==> src/rtl/ste_pkg.sv <==
// Shared types and constants for the slot table engine.
package ste_pkg;

   localparam int MODE_W      = 3;
   localparam int POS_W       = 8;
   localparam int VAL_W       = 32;
   localparam int ACT_W       = 5;
   localparam int STAT_W      = 3;
   localparam int REQ_TDATA_W = 48;
   localparam int RSP_TDATA_W = 8;
   localparam logic [ACT_W-1:0] ACT_RESET = 5'd16;

   typedef enum logic [MODE_W-1:0] {
      MODE_INSERT  = 3'd0,
      MODE_REMOVE  = 3'd1,
      MODE_PUSH    = 3'd2,
      MODE_UPDATE  = 3'd3,
      MODE_ERASE   = 3'd4,
      MODE_SWAP    = 3'd5,
      MODE_REVERSE = 3'd6
   } mode_type;

   typedef enum logic [STAT_W-1:0] {
      STAT_OK           = 3'd0,
      STAT_INVALID      = 3'd1,
      STAT_OCCUPIED     = 3'd2,
      STAT_NOT_OCCUPIED = 3'd3,
      STAT_EMPTY        = 3'd4,
      STAT_FULL         = 3'd5
   } stat_type;

   typedef enum logic [3:0] {
      FSM_IDLE,
      FSM_EXEC,
      FSM_SWAP_WR,
      FSM_PUSH_RD,
      FSM_PUSH_CHK,
      FSM_ERASE,
      FSM_REV_RD,
      FSM_REV_WR_LO,
      FSM_REV_WR_HI,
      FSM_DONE
   } state_type;

endpackage

==> src/rtl/slot_table_engine_top.sv <==
// Slot table engine: a table of signed words kept in a memory, edited one request at a time.
//
//   channel  direction  handshake                fields
//   req_     in         req_tvalid/req_tready    tuser: mode; tdata: position, other, value
//   rsp_     out        rsp_tvalid/rsp_tready    tdata: status
//   csr_     in         csr_valid/csr_ready      data: active_slots
//
// Insert, remove, update and erase run without a loop; swap writes its two slots in turn,
// push reads and checks one slot at a time from slot zero, and reverse reads each slot pair
// and writes it back in turn; the single write port of the slot memory sets this order.
// Reset clears one valid bit per slot at once, so no clearing pass follows reset.
// The result register lets a new request be accepted while the last result waits.
module slot_table_engine_top
   import ste_pkg::*;
#(
   parameter int SLOTS = 16
) (
   input  logic                   clock,
   input  logic                   reset,
   input  logic                   req_tvalid,
   output logic                   req_tready,
   input  logic [MODE_W-1:0]      req_tuser,  // [2:0] mode
   input  logic [REQ_TDATA_W-1:0] req_tdata,  // [7:0] position, [15:8] other_position,
                                              // [47:16] value
   output logic                   rsp_tvalid,
   input  logic                   rsp_tready,
   output logic [RSP_TDATA_W-1:0] rsp_tdata,  // [2:0] status, [7:3] zero
   input  logic                   csr_valid,
   output logic                   csr_ready,
   input  logic [ACT_W-1:0]       csr_data
);

   localparam int IDX_W = (SLOTS > 1) ? $clog2(SLOTS) : 1;
   localparam int CNT_W = $clog2(SLOTS + 1);
   localparam int CMP_W = (CNT_W > POS_W) ? CNT_W : POS_W;
   localparam int LIV_W = (CNT_W > ACT_W) ? CNT_W : ACT_W;

   logic [VAL_W-1:0] slot_mem [SLOTS];
   logic [SLOTS-1:0] vld_ff;

   state_type               state_ff, state_in;
   mode_type                mode_ff;
   logic [POS_W-1:0]        pos_ff, oth_ff;
   logic signed [VAL_W-1:0] val_ff;
   logic [CNT_W-1:0]        cnt_ff, cnt_in;
   logic [CNT_W-1:0]        hi_ff, hi_in;
   stat_type                stat_ff, stat_in;
   logic                    rsp_valid_ff;
   stat_type                rsp_status_ff;
   logic [ACT_W-1:0]        active_ff;
   logic [VAL_W-1:0]        rda_data_ff, rdb_data_ff;
   logic                    rda_vld_ff, rdb_vld_ff;

   logic             wr_en, rd_en, erase_en, rsp_load, req_accept;
   logic [IDX_W-1:0] wr_addr, rd_a_addr, rd_b_addr;
   logic [VAL_W-1:0] wr_data, a_word, b_word;
   logic [LIV_W-1:0] act_ext, live;
   logic [CNT_W-1:0] n;
   logic             p_bad, q_bad, a_zero, scan_last, rev_more;
   mode_type         req_mode;

   assign req_tready = (state_ff == FSM_IDLE);
   assign req_accept = req_tvalid && req_tready;
   assign req_mode   = mode_type'(req_tuser);
   assign csr_ready  = 1'b1;
   assign rsp_tvalid = rsp_valid_ff;
   assign rsp_tdata  = RSP_TDATA_W'(rsp_status_ff);

   assign act_ext = LIV_W'(active_ff);
   assign live    = (act_ext > LIV_W'(SLOTS)) ? LIV_W'(SLOTS) : act_ext;
   assign n       = CNT_W'(live);

   assign a_word    = rda_vld_ff ? rda_data_ff : '0;
   assign b_word    = rdb_vld_ff ? rdb_data_ff : '0;
   assign a_zero    = (a_word == '0);
   assign p_bad     = CMP_W'(pos_ff) >= CMP_W'(n);
   assign q_bad     = CMP_W'(oth_ff) >= CMP_W'(n);
   assign scan_last = (CNT_W'(cnt_ff + 1'b1) == n);
   assign rev_more  = (CNT_W'(hi_ff - cnt_ff) > CNT_W'(2));

   always_ff @(posedge clock) begin
      if (reset) begin
         state_ff     <= FSM_IDLE;
         rsp_valid_ff <= 1'b0;
         active_ff    <= ACT_RESET;
      end else begin
         state_ff <= state_in;
         if (rsp_load) begin
            rsp_valid_ff <= 1'b1;
         end else if (rsp_tready) begin
            rsp_valid_ff <= 1'b0;
         end
         if (csr_valid && csr_ready) begin
            active_ff <= csr_data;
         end
      end
   end

   always_ff @(posedge clock) begin
      if (req_accept) begin
         mode_ff <= req_mode;
         pos_ff  <= req_tdata[POS_W-1:0];
         oth_ff  <= req_tdata[2*POS_W-1:POS_W];
         val_ff  <= req_tdata[2*POS_W+VAL_W-1:2*POS_W];
      end
      cnt_ff  <= cnt_in;
      hi_ff   <= hi_in;
      stat_ff <= stat_in;
      if (rsp_load) begin
         rsp_status_ff <= stat_ff;
      end
   end

   always_ff @(posedge clock) begin
      if (wr_en) begin
         slot_mem[wr_addr] <= wr_data;
      end
      if (rd_en) begin
         rda_data_ff <= slot_mem[rd_a_addr];
         rdb_data_ff <= slot_mem[rd_b_addr];
         rda_vld_ff  <= vld_ff[rd_a_addr];
         rdb_vld_ff  <= vld_ff[rd_b_addr];
      end
   end

   always_ff @(posedge clock) begin
      if (reset) begin
         vld_ff <= '0;
      end else if (erase_en) begin
         for (int i = 0; i < SLOTS; i++) begin
            if (CNT_W'(i) < n) begin
               vld_ff[i] <= 1'b0;
            end
         end
      end else if (wr_en) begin
         vld_ff[wr_addr] <= 1'b1;
      end
   end

   always_comb begin
      state_in = state_ff;
      case (state_ff)
         FSM_IDLE: begin
            if (req_accept) begin
               if (req_mode inside {MODE_INSERT, MODE_REMOVE, MODE_UPDATE, MODE_SWAP}) begin
                  state_in = FSM_EXEC;
               end else if (req_mode == MODE_PUSH) begin
                  state_in = (n == '0) ? FSM_DONE : FSM_PUSH_RD;
               end else if (req_mode == MODE_ERASE) begin
                  state_in = FSM_ERASE;
               end else if (req_mode == MODE_REVERSE) begin
                  state_in = (n < CNT_W'(2)) ? FSM_DONE : FSM_REV_RD;
               end else begin
                  state_in = FSM_DONE;
               end
            end
         end
         FSM_EXEC: begin
            state_in = (mode_ff == MODE_SWAP && !p_bad && !q_bad) ? FSM_SWAP_WR : FSM_DONE;
         end
         FSM_SWAP_WR:   state_in = FSM_DONE;
         FSM_PUSH_RD:   state_in = FSM_PUSH_CHK;
         FSM_PUSH_CHK:  state_in = (a_zero || scan_last) ? FSM_DONE : FSM_PUSH_RD;
         FSM_ERASE:     state_in = FSM_DONE;
         FSM_REV_RD:    state_in = FSM_REV_WR_LO;
         FSM_REV_WR_LO: state_in = FSM_REV_WR_HI;
         FSM_REV_WR_HI: state_in = rev_more ? FSM_REV_RD : FSM_DONE;
         FSM_DONE: begin
            if (rsp_load) begin
               state_in = FSM_IDLE;
            end
         end
         default: state_in = FSM_IDLE;
      endcase
   end

   always_comb begin
      wr_en     = 1'b0;
      wr_addr   = pos_ff[IDX_W-1:0];
      wr_data   = val_ff;
      rd_en     = 1'b0;
      rd_a_addr = pos_ff[IDX_W-1:0];
      rd_b_addr = oth_ff[IDX_W-1:0];
      erase_en  = 1'b0;
      rsp_load  = 1'b0;
      cnt_in    = cnt_ff;
      hi_in     = hi_ff;
      stat_in   = stat_ff;
      case (state_ff)
         FSM_IDLE: begin
            rd_a_addr = req_tdata[IDX_W-1:0];
            rd_b_addr = req_tdata[POS_W+IDX_W-1:POS_W];
            rd_en     = req_accept;
            if (req_accept) begin
               cnt_in  = '0;
               hi_in   = CNT_W'(n - 1'b1);
               stat_in = STAT_OK;
               if (req_mode == MODE_PUSH && n == '0) begin
                  stat_in = STAT_FULL;
               end else if (!(req_mode inside {MODE_INSERT, MODE_REMOVE, MODE_PUSH,
                                               MODE_UPDATE, MODE_ERASE, MODE_SWAP,
                                               MODE_REVERSE})) begin
                  stat_in = STAT_INVALID;
               end
            end
         end
         FSM_EXEC: begin
            case (mode_ff)
               MODE_INSERT: begin
                  if (p_bad) begin
                     stat_in = STAT_INVALID;
                  end else if (!a_zero) begin
                     stat_in = STAT_OCCUPIED;
                  end else begin
                     wr_en   = 1'b1;
                     stat_in = STAT_OK;
                  end
               end
               MODE_REMOVE: begin
                  wr_data = '0;
                  if (p_bad) begin
                     stat_in = STAT_INVALID;
                  end else if (a_zero) begin
                     stat_in = STAT_EMPTY;
                  end else begin
                     wr_en   = 1'b1;
                     stat_in = STAT_OK;
                  end
               end
               MODE_UPDATE: begin
                  if (p_bad) begin
                     stat_in = STAT_INVALID;
                  end else if (a_zero) begin
                     stat_in = STAT_NOT_OCCUPIED;
                  end else begin
                     wr_en   = 1'b1;
                     stat_in = STAT_OK;
                  end
               end
               MODE_SWAP: begin
                  wr_data = b_word;
                  if (p_bad || q_bad) begin
                     stat_in = STAT_INVALID;
                  end else begin
                     wr_en   = 1'b1;
                     stat_in = STAT_OK;
                  end
               end
               default: stat_in = STAT_INVALID;
            endcase
         end
         FSM_SWAP_WR: begin
            wr_en   = 1'b1;
            wr_addr = oth_ff[IDX_W-1:0];
            wr_data = a_word;
         end
         FSM_PUSH_RD: begin
            rd_en     = 1'b1;
            rd_a_addr = cnt_ff[IDX_W-1:0];
         end
         FSM_PUSH_CHK: begin
            wr_addr = cnt_ff[IDX_W-1:0];
            if (a_zero) begin
               wr_en   = 1'b1;
               stat_in = STAT_OK;
            end else if (scan_last) begin
               stat_in = STAT_FULL;
            end else begin
               cnt_in = CNT_W'(cnt_ff + 1'b1);
            end
         end
         FSM_ERASE: begin
            erase_en = 1'b1;
         end
         FSM_REV_RD: begin
            rd_en     = 1'b1;
            rd_a_addr = cnt_ff[IDX_W-1:0];
            rd_b_addr = hi_ff[IDX_W-1:0];
         end
         FSM_REV_WR_LO: begin
            wr_en   = 1'b1;
            wr_addr = cnt_ff[IDX_W-1:0];
            wr_data = b_word;
         end
         FSM_REV_WR_HI: begin
            wr_en   = 1'b1;
            wr_addr = hi_ff[IDX_W-1:0];
            wr_data = a_word;
            cnt_in  = CNT_W'(cnt_ff + 1'b1);
            hi_in   = CNT_W'(hi_ff - 1'b1);
         end
         FSM_DONE: begin
            rsp_load = !rsp_valid_ff || rsp_tready;
         end
         default: ;
      endcase
   end

   a_no_write_during_erase: assert property (@(posedge clock) disable iff (reset)
      !(wr_en && erase_en))
      else $error("Slot write and erase occur in the same cycle.");

   a_busy_after_accept: assert property (@(posedge clock) disable iff (reset)
      req_accept |=> state_ff != FSM_IDLE)
      else $error("Engine is idle right after accepting a request.");

   a_done_waits_for_slot: assert property (@(posedge clock) disable iff (reset)
      (state_ff == FSM_DONE && rsp_valid_ff && !rsp_tready) |=> state_ff == FSM_DONE)
      else $error("Result dropped while the result register was full.");

   a_write_in_range: assert property (@(posedge clock) disable iff (reset)
      wr_en |-> (wr_addr < SLOTS))
      else $error("Slot write address is beyond the table.");

   a_reverse_ordered: assert property (@(posedge clock) disable iff (reset)
      (state_ff == FSM_REV_RD) |-> (cnt_ff < hi_ff))
      else $error("Reverse pass read a pair that is out of order.");

endmodule
==> config.mk <==
export PLATFORM = sky130hd
export DESIGN_NAME = slot_table_engine_top
export DESIGN_NICKNAME = d
export VERILOG_FILES = /design/src/rtl/ste_pkg.sv /design/src/rtl/slot_table_engine_top.sv
export SDC_FILE = /design/constraint.sdc
export NUM_CORES = 1
export LEC_CHECK = 0
export BUFFER_PORTS_ARGS = -buffer_cell sky130_fd_sc_hd__buf_4
export CORE_ASPECT_RATIO = 1.4
export CORE_MARGIN = 2
export CORE_UTILIZATION = 40
export DETAILED_ROUTE_END_ITERATION = 10
export HOLD_SLACK_MARGIN = 0.08
export PLACE_DENSITY = 0.62
export SKIP_CTS_REPAIR_TIMING = 1
export SLEW_MARGIN = 40
export SYNTH_ARGS = -nofsm -noshare
export SYNTH_HDL_FRONTEND = slang
export SYNTH_SLANG_ARGS = --single-unit
==> constraint.sdc <==
create_clock -name clock -period 10.1 [get_ports clock]
set_input_delay 2.525 -clock clock [delete_from_list [all_inputs] [get_ports clock]]
set_output_delay 2.525 -clock clock [all_outputs]
set_load 0.1 [all_outputs]
==> impl_metrics.env <==
export IMPL_mappedNetlistArea_sq_um=32300
export IMPL_crit_chain="inv_1 > nand2_1 > ha_1 > a21o_1 > a31oi_1 > o21ai_1 > or2_2 > o22ai_1 > buf_4 > nand3_1 > nor2_4 > buf_4"
export IMPL_drt_iter0_markers=3847
export IMPL_skew_ns=0.0317
export IMPL_r2r_end="slot_mem[7][5]"
export IMPL_yosys_warnings=0
export IMPL_yosysTopAreaCellShare_pct=59.9
export IMPL_criticalPathCategory="flop to flop"
export IMPL_clk_pin_slew_worst_paths_ns=0.06
export IMPL_cp_startpoint="act_ext[4]"
export IMPL_relSlewSlack_pct=39.0
export IMPL_critPathLaunchType="flop"
export IMPL_async_flop_share_pct=0
export IMPL_cp_data_required_time_ns=10.36
export IMPL_synth_top_area_cell="edfxtp_1"
export IMPL_drive_above_1_share_pct=8.96
export IMPL_routed_via_count=26100
export IMPL_vias_per_cell=6.51
export IMPL_final_antenna_net_count=0
export IMPL_power_frac_clock_pct=17.8
export IMPL_drt_wl_total_mm=109
export IMPL_internal_power_uw=7530
export IMPL_nFillCells=7169
export IMPL_critical_path_max_stage_delay_ns=0.84
export IMPL_clockBufferDepth=3
export IMPL_nNetsFinal=2973
export IMPL_area_growth_pct=11.5
export IMPL_synth_distinct_cells=68
export IMPL_peakVddDrop_uv=421
export IMPL_cts_root_buf="clkbuf_16"
export IMPL_r2r_cells=12
export IMPL_io_pins=72
export IMPL_clock_fmax_mhz=178
export IMPL_htreeDepth=3
export IMPL_min_period_ns=5.60
export IMPL_ys_top_cells_by_area="edfxtp_1 60%, nand2_1 8.6%, a211oi_1 4.7%, and3_1 3.8%, a31oi_1 3.3%"
export IMPL_ys_flop_type="edfxtp_1"
export IMPL_critPathArrivalTime_ns=5.86
export IMPL_max_cap_violations=0
export IMPL_tightest_slew_ns=0.915
export IMPL_grt_total_usage_pct=25.5
export IMPL_period_share_pct=55.5
export IMPL_cp_max_fo=20
export IMPL_setup_worst_path_end="slot_mem[7][5]"
export IMPL_rsz0062_at_grt="no"
export IMPL_first_pass_iters=6
export IMPL_drc=0
export IMPL_grt_pass1_vias=25900
export IMPL_grt_overflow=0
export IMPL_power_frac_seq_pct=30.7
export IMPL_die_area_sq_um=83100
export IMPL_antenna_cells=0
export IMPL_cts_tree="done"
export IMPL_clock_latency_ns=0.64
export IMPL_synth_cells=2961
export IMPL_wire_per_inst_microns=27.1
export IMPL_r2r_slack_ns=4.50
export IMPL_cp_common_cell="buf_4"
export IMPL_die_w_microns=244
export IMPL_p_sw_uw=6610
export IMPL_clock_sinks=671
export IMPL_core_area_sq_um=80200
export IMPL_p_leak_uw=0.0125
export IMPL_start_util_pct=40.3
export IMPL_portBuffers=65
export IMPL_hp_class="flop to flop"
export IMPL_grt_pass1_wl_mm=159
export IMPL_p_sw_share_pct=46.8
export IMPL_r2r_start="act_ext[4]"
export IMPL_final_core_util_pct=44.9
export IMPL_p_per_area_nw_per_um2=393
export IMPL_yosysSeqAreaShare_pct=61.6
export IMPL_grt_start_max_net_pins=133
export IMPL_antenna_found_initial=2
export IMPL_hold_viol=0
export IMPL_dieHeight_microns=340
export IMPL_synth_seq_cells=671
export IMPL_postSynthAreaPerCell_sq_um=10.9
export IMPL_comb_power_share_pct=51.5
export IMPL_numCtsBuffers=68
export IMPL_gp_congestion=0.923
export IMPL_holdPathStages=0
export IMPL_status="finished, final reports clean"
export IMPL_setup_violations_final=0
export IMPL_final_max_slew_violation_count=0
export IMPL_fin_setup_tns_ns=0
export IMPL_rows=123
export IMPL_slowest_stage="nor2_4"
export IMPL_hpwl_mm=54.9
export IMPL_synth_enable_flop_cells=645
export IMPL_endpoint_kind="flop"
power by group through the flow:
stage	sequential [uW]	combinational, uW	clock, uW
finish	4350	7280	2510
floorplan	4250	4880	0
detailed placement	4390	7030	0
global route	4370	7780	2640
global placement	4380	6830	0
CTS	4340	7050	2540
layer usage:
| metal | global-route usage (%) | vias up | share of wire [%] |
|---|---|---|---|
| li1 | - | 11100 | - |
| met1 | 32.5 | 12800 | 38 |
| met2 | 40.9 | 1772 | 46 |
| met3 | 4.65 | 375 | 11 |
| met4 | 14.5 | 2 | 5.5 |
| met5 | 0 | - | 0.012 |
worst min path at each step:
| stage | startpoint | endpoint | slack (ns) |
|---|---|---|---|
| 5_1_grt | stat_ff[2] | rsp_status_ff[2] | 0.43 |
| 4_1_cts | stat_ff[1] | rsp_status_ff[1] | 0.42 |
| 2_1_floorplan | stat_ff[0] | rsp_status_ff[0] | 0.40 |
| 3_5_place_dp | stat_ff[0] | rsp_status_ff[0] | 0.40 |
| 6_report | stat_ff[0] | rsp_status_ff[0] | 0.42 |
| 3_3_place_gp | stat_ff[2] | rsp_status_ff[2] | 0.40 |
cell usage in the layout, fill, tap and decap left out, types with 18 or more instances in the layout:
| cell type | instances |
|---|---|
| edfxtp_1 | 645 |
| nand3_1 | 151 |
| a31oi_1 | 172 |
| clkbuf_16 | 71 |
| buf_4 | 105 |
| ha_1 | 18 |
| dfxtp_1 | 25 |
| nand2_1 | 737 |
| a222oi_1 | 32 |
| and3_1 | 196 |
| o21ai_0 | 24 |
| nor2_1 | 39 |
| a211oi_1 | 203 |
| a311oi_1 | 99 |
| a22oi_1 | 70 |
| inv_1 | 54 |
| a21oi_1 | 52 |
worst max-delay path, delay by kind of cell, from the launching register on:
| kind | cells | cell delay (ns) |
|---|---|---|
| buffers and inverters | 3 | 1.23 |
| and+or+nand+nor | 4 | 2.08 |
| AOI/OAI and AO/OA | 4 | 0.84 |
| adders and majority gates | 1 | 0.31 |
| DFF | 1 | 0.70 |
state kept, by name (all words and copies together), names as in the netlist, 3 cells and up:
name           count
vld_ff            16
stat_ff            3
state_ff           4
val_ff            32
cnt_ff             5
act_ext            5
hi_ff              5
oth_ff             8
rda_data_ff       32
rdb_data_ff       32
rsp_status_ff      3
pos_ff             8
slot_mem         512
mode_ff            3
through the flow:
| stage | hold slack [ns] | power (uW) | area [sq um] | instances | setup slack [ns] |
|---|---|---|---|---|---|
| global route | 0.428 | 14800 | 36000 | 4007 | 4.42 |
| detailed placement | 0.405 | 11400 | 33800 | 3884 | 3.95 |
| CTS | 0.419 | 13900 | 36000 | 4006 | 4.56 |
| finish | 0.420 | 14100 | 36000 | 4007 | 4.50 |
| floorplan | 0.400 | 9130 | 32300 | 2965 | 5.65 |
| global placement | 0.403 | 11200 | 33700 | 3881 | 3.72 |
final cells by class:
| cell class | count | area [sq um] | share of cell area [%] |
|---|---|---|---|
| Clock inverter | 36 | 334 | 0.927 |
| Multi-Input combinational cell | 1973 | 11400 | 31.7 |
| Tap cell | 1062 | 1330 | 3.69 |
| Timing Repair Buffer | 120 | 1010 | 2.80 |
| Inverter | 59 | 221 | 0.615 |
| Clock buffer | 86 | 1830 | 5.09 |
| Sequential cell | 671 | 19900 | 55.2 |
cell families after synthesis:
group	after synthesis	share of synthesized area (%)
other	2	0.0232
multiplexers	7	0.217
adder cells (fa/ha/maj)	19	0.759
buffers and inverters	321	4.11
AND/OR/NAND/NOR	1213	16.8
AO/OA/AOI/OAI	709	16.0
flip-flops	671	61.6
XOR/XNOR	19	0.515
Yosys cell counts, types with 3 or more instances:
| master | n |
|---|---|
| ha_1 | 18 |
| buf_1 | 12 |
| a222oi_1 | 32 |
| o211ai_1 | 9 |
| edfxtp_1 | 645 |
| nand3b_1 | 3 |
| a21o_1 | 5 |
| buf_2 | 67 |
| nand3_1 | 152 |
| nor3_1 | 15 |
| nand2_1 | 741 |
| nand4_1 | 3 |
| o21ai_0 | 24 |
| inv_1 | 58 |
| mux2i_1 | 7 |
| and3_1 | 196 |
| a311oi_1 | 99 |
| nor2_1 | 54 |
| a22oi_1 | 71 |
| a311o_1 | 3 |
| buf_4 | 8 |
| and2_1 | 5 |
| nand2b_1 | 5 |
| nor2_2 | 3 |
| dfxtp_1 | 26 |
| o22ai_1 | 3 |
| nor4_1 | 9 |
| a31oi_1 | 172 |
| a221o_1 | 8 |
| xor2_1 | 10 |
| xnor2_1 | 9 |
| a211oi_1 | 203 |
| o31ai_1 | 3 |
| a21oi_1 | 55 |
| clkbuf_1 | 174 |
| nor2b_1 | 9 |
| a221oi_1 | 3 |
(Power assumes the default switching activity.)
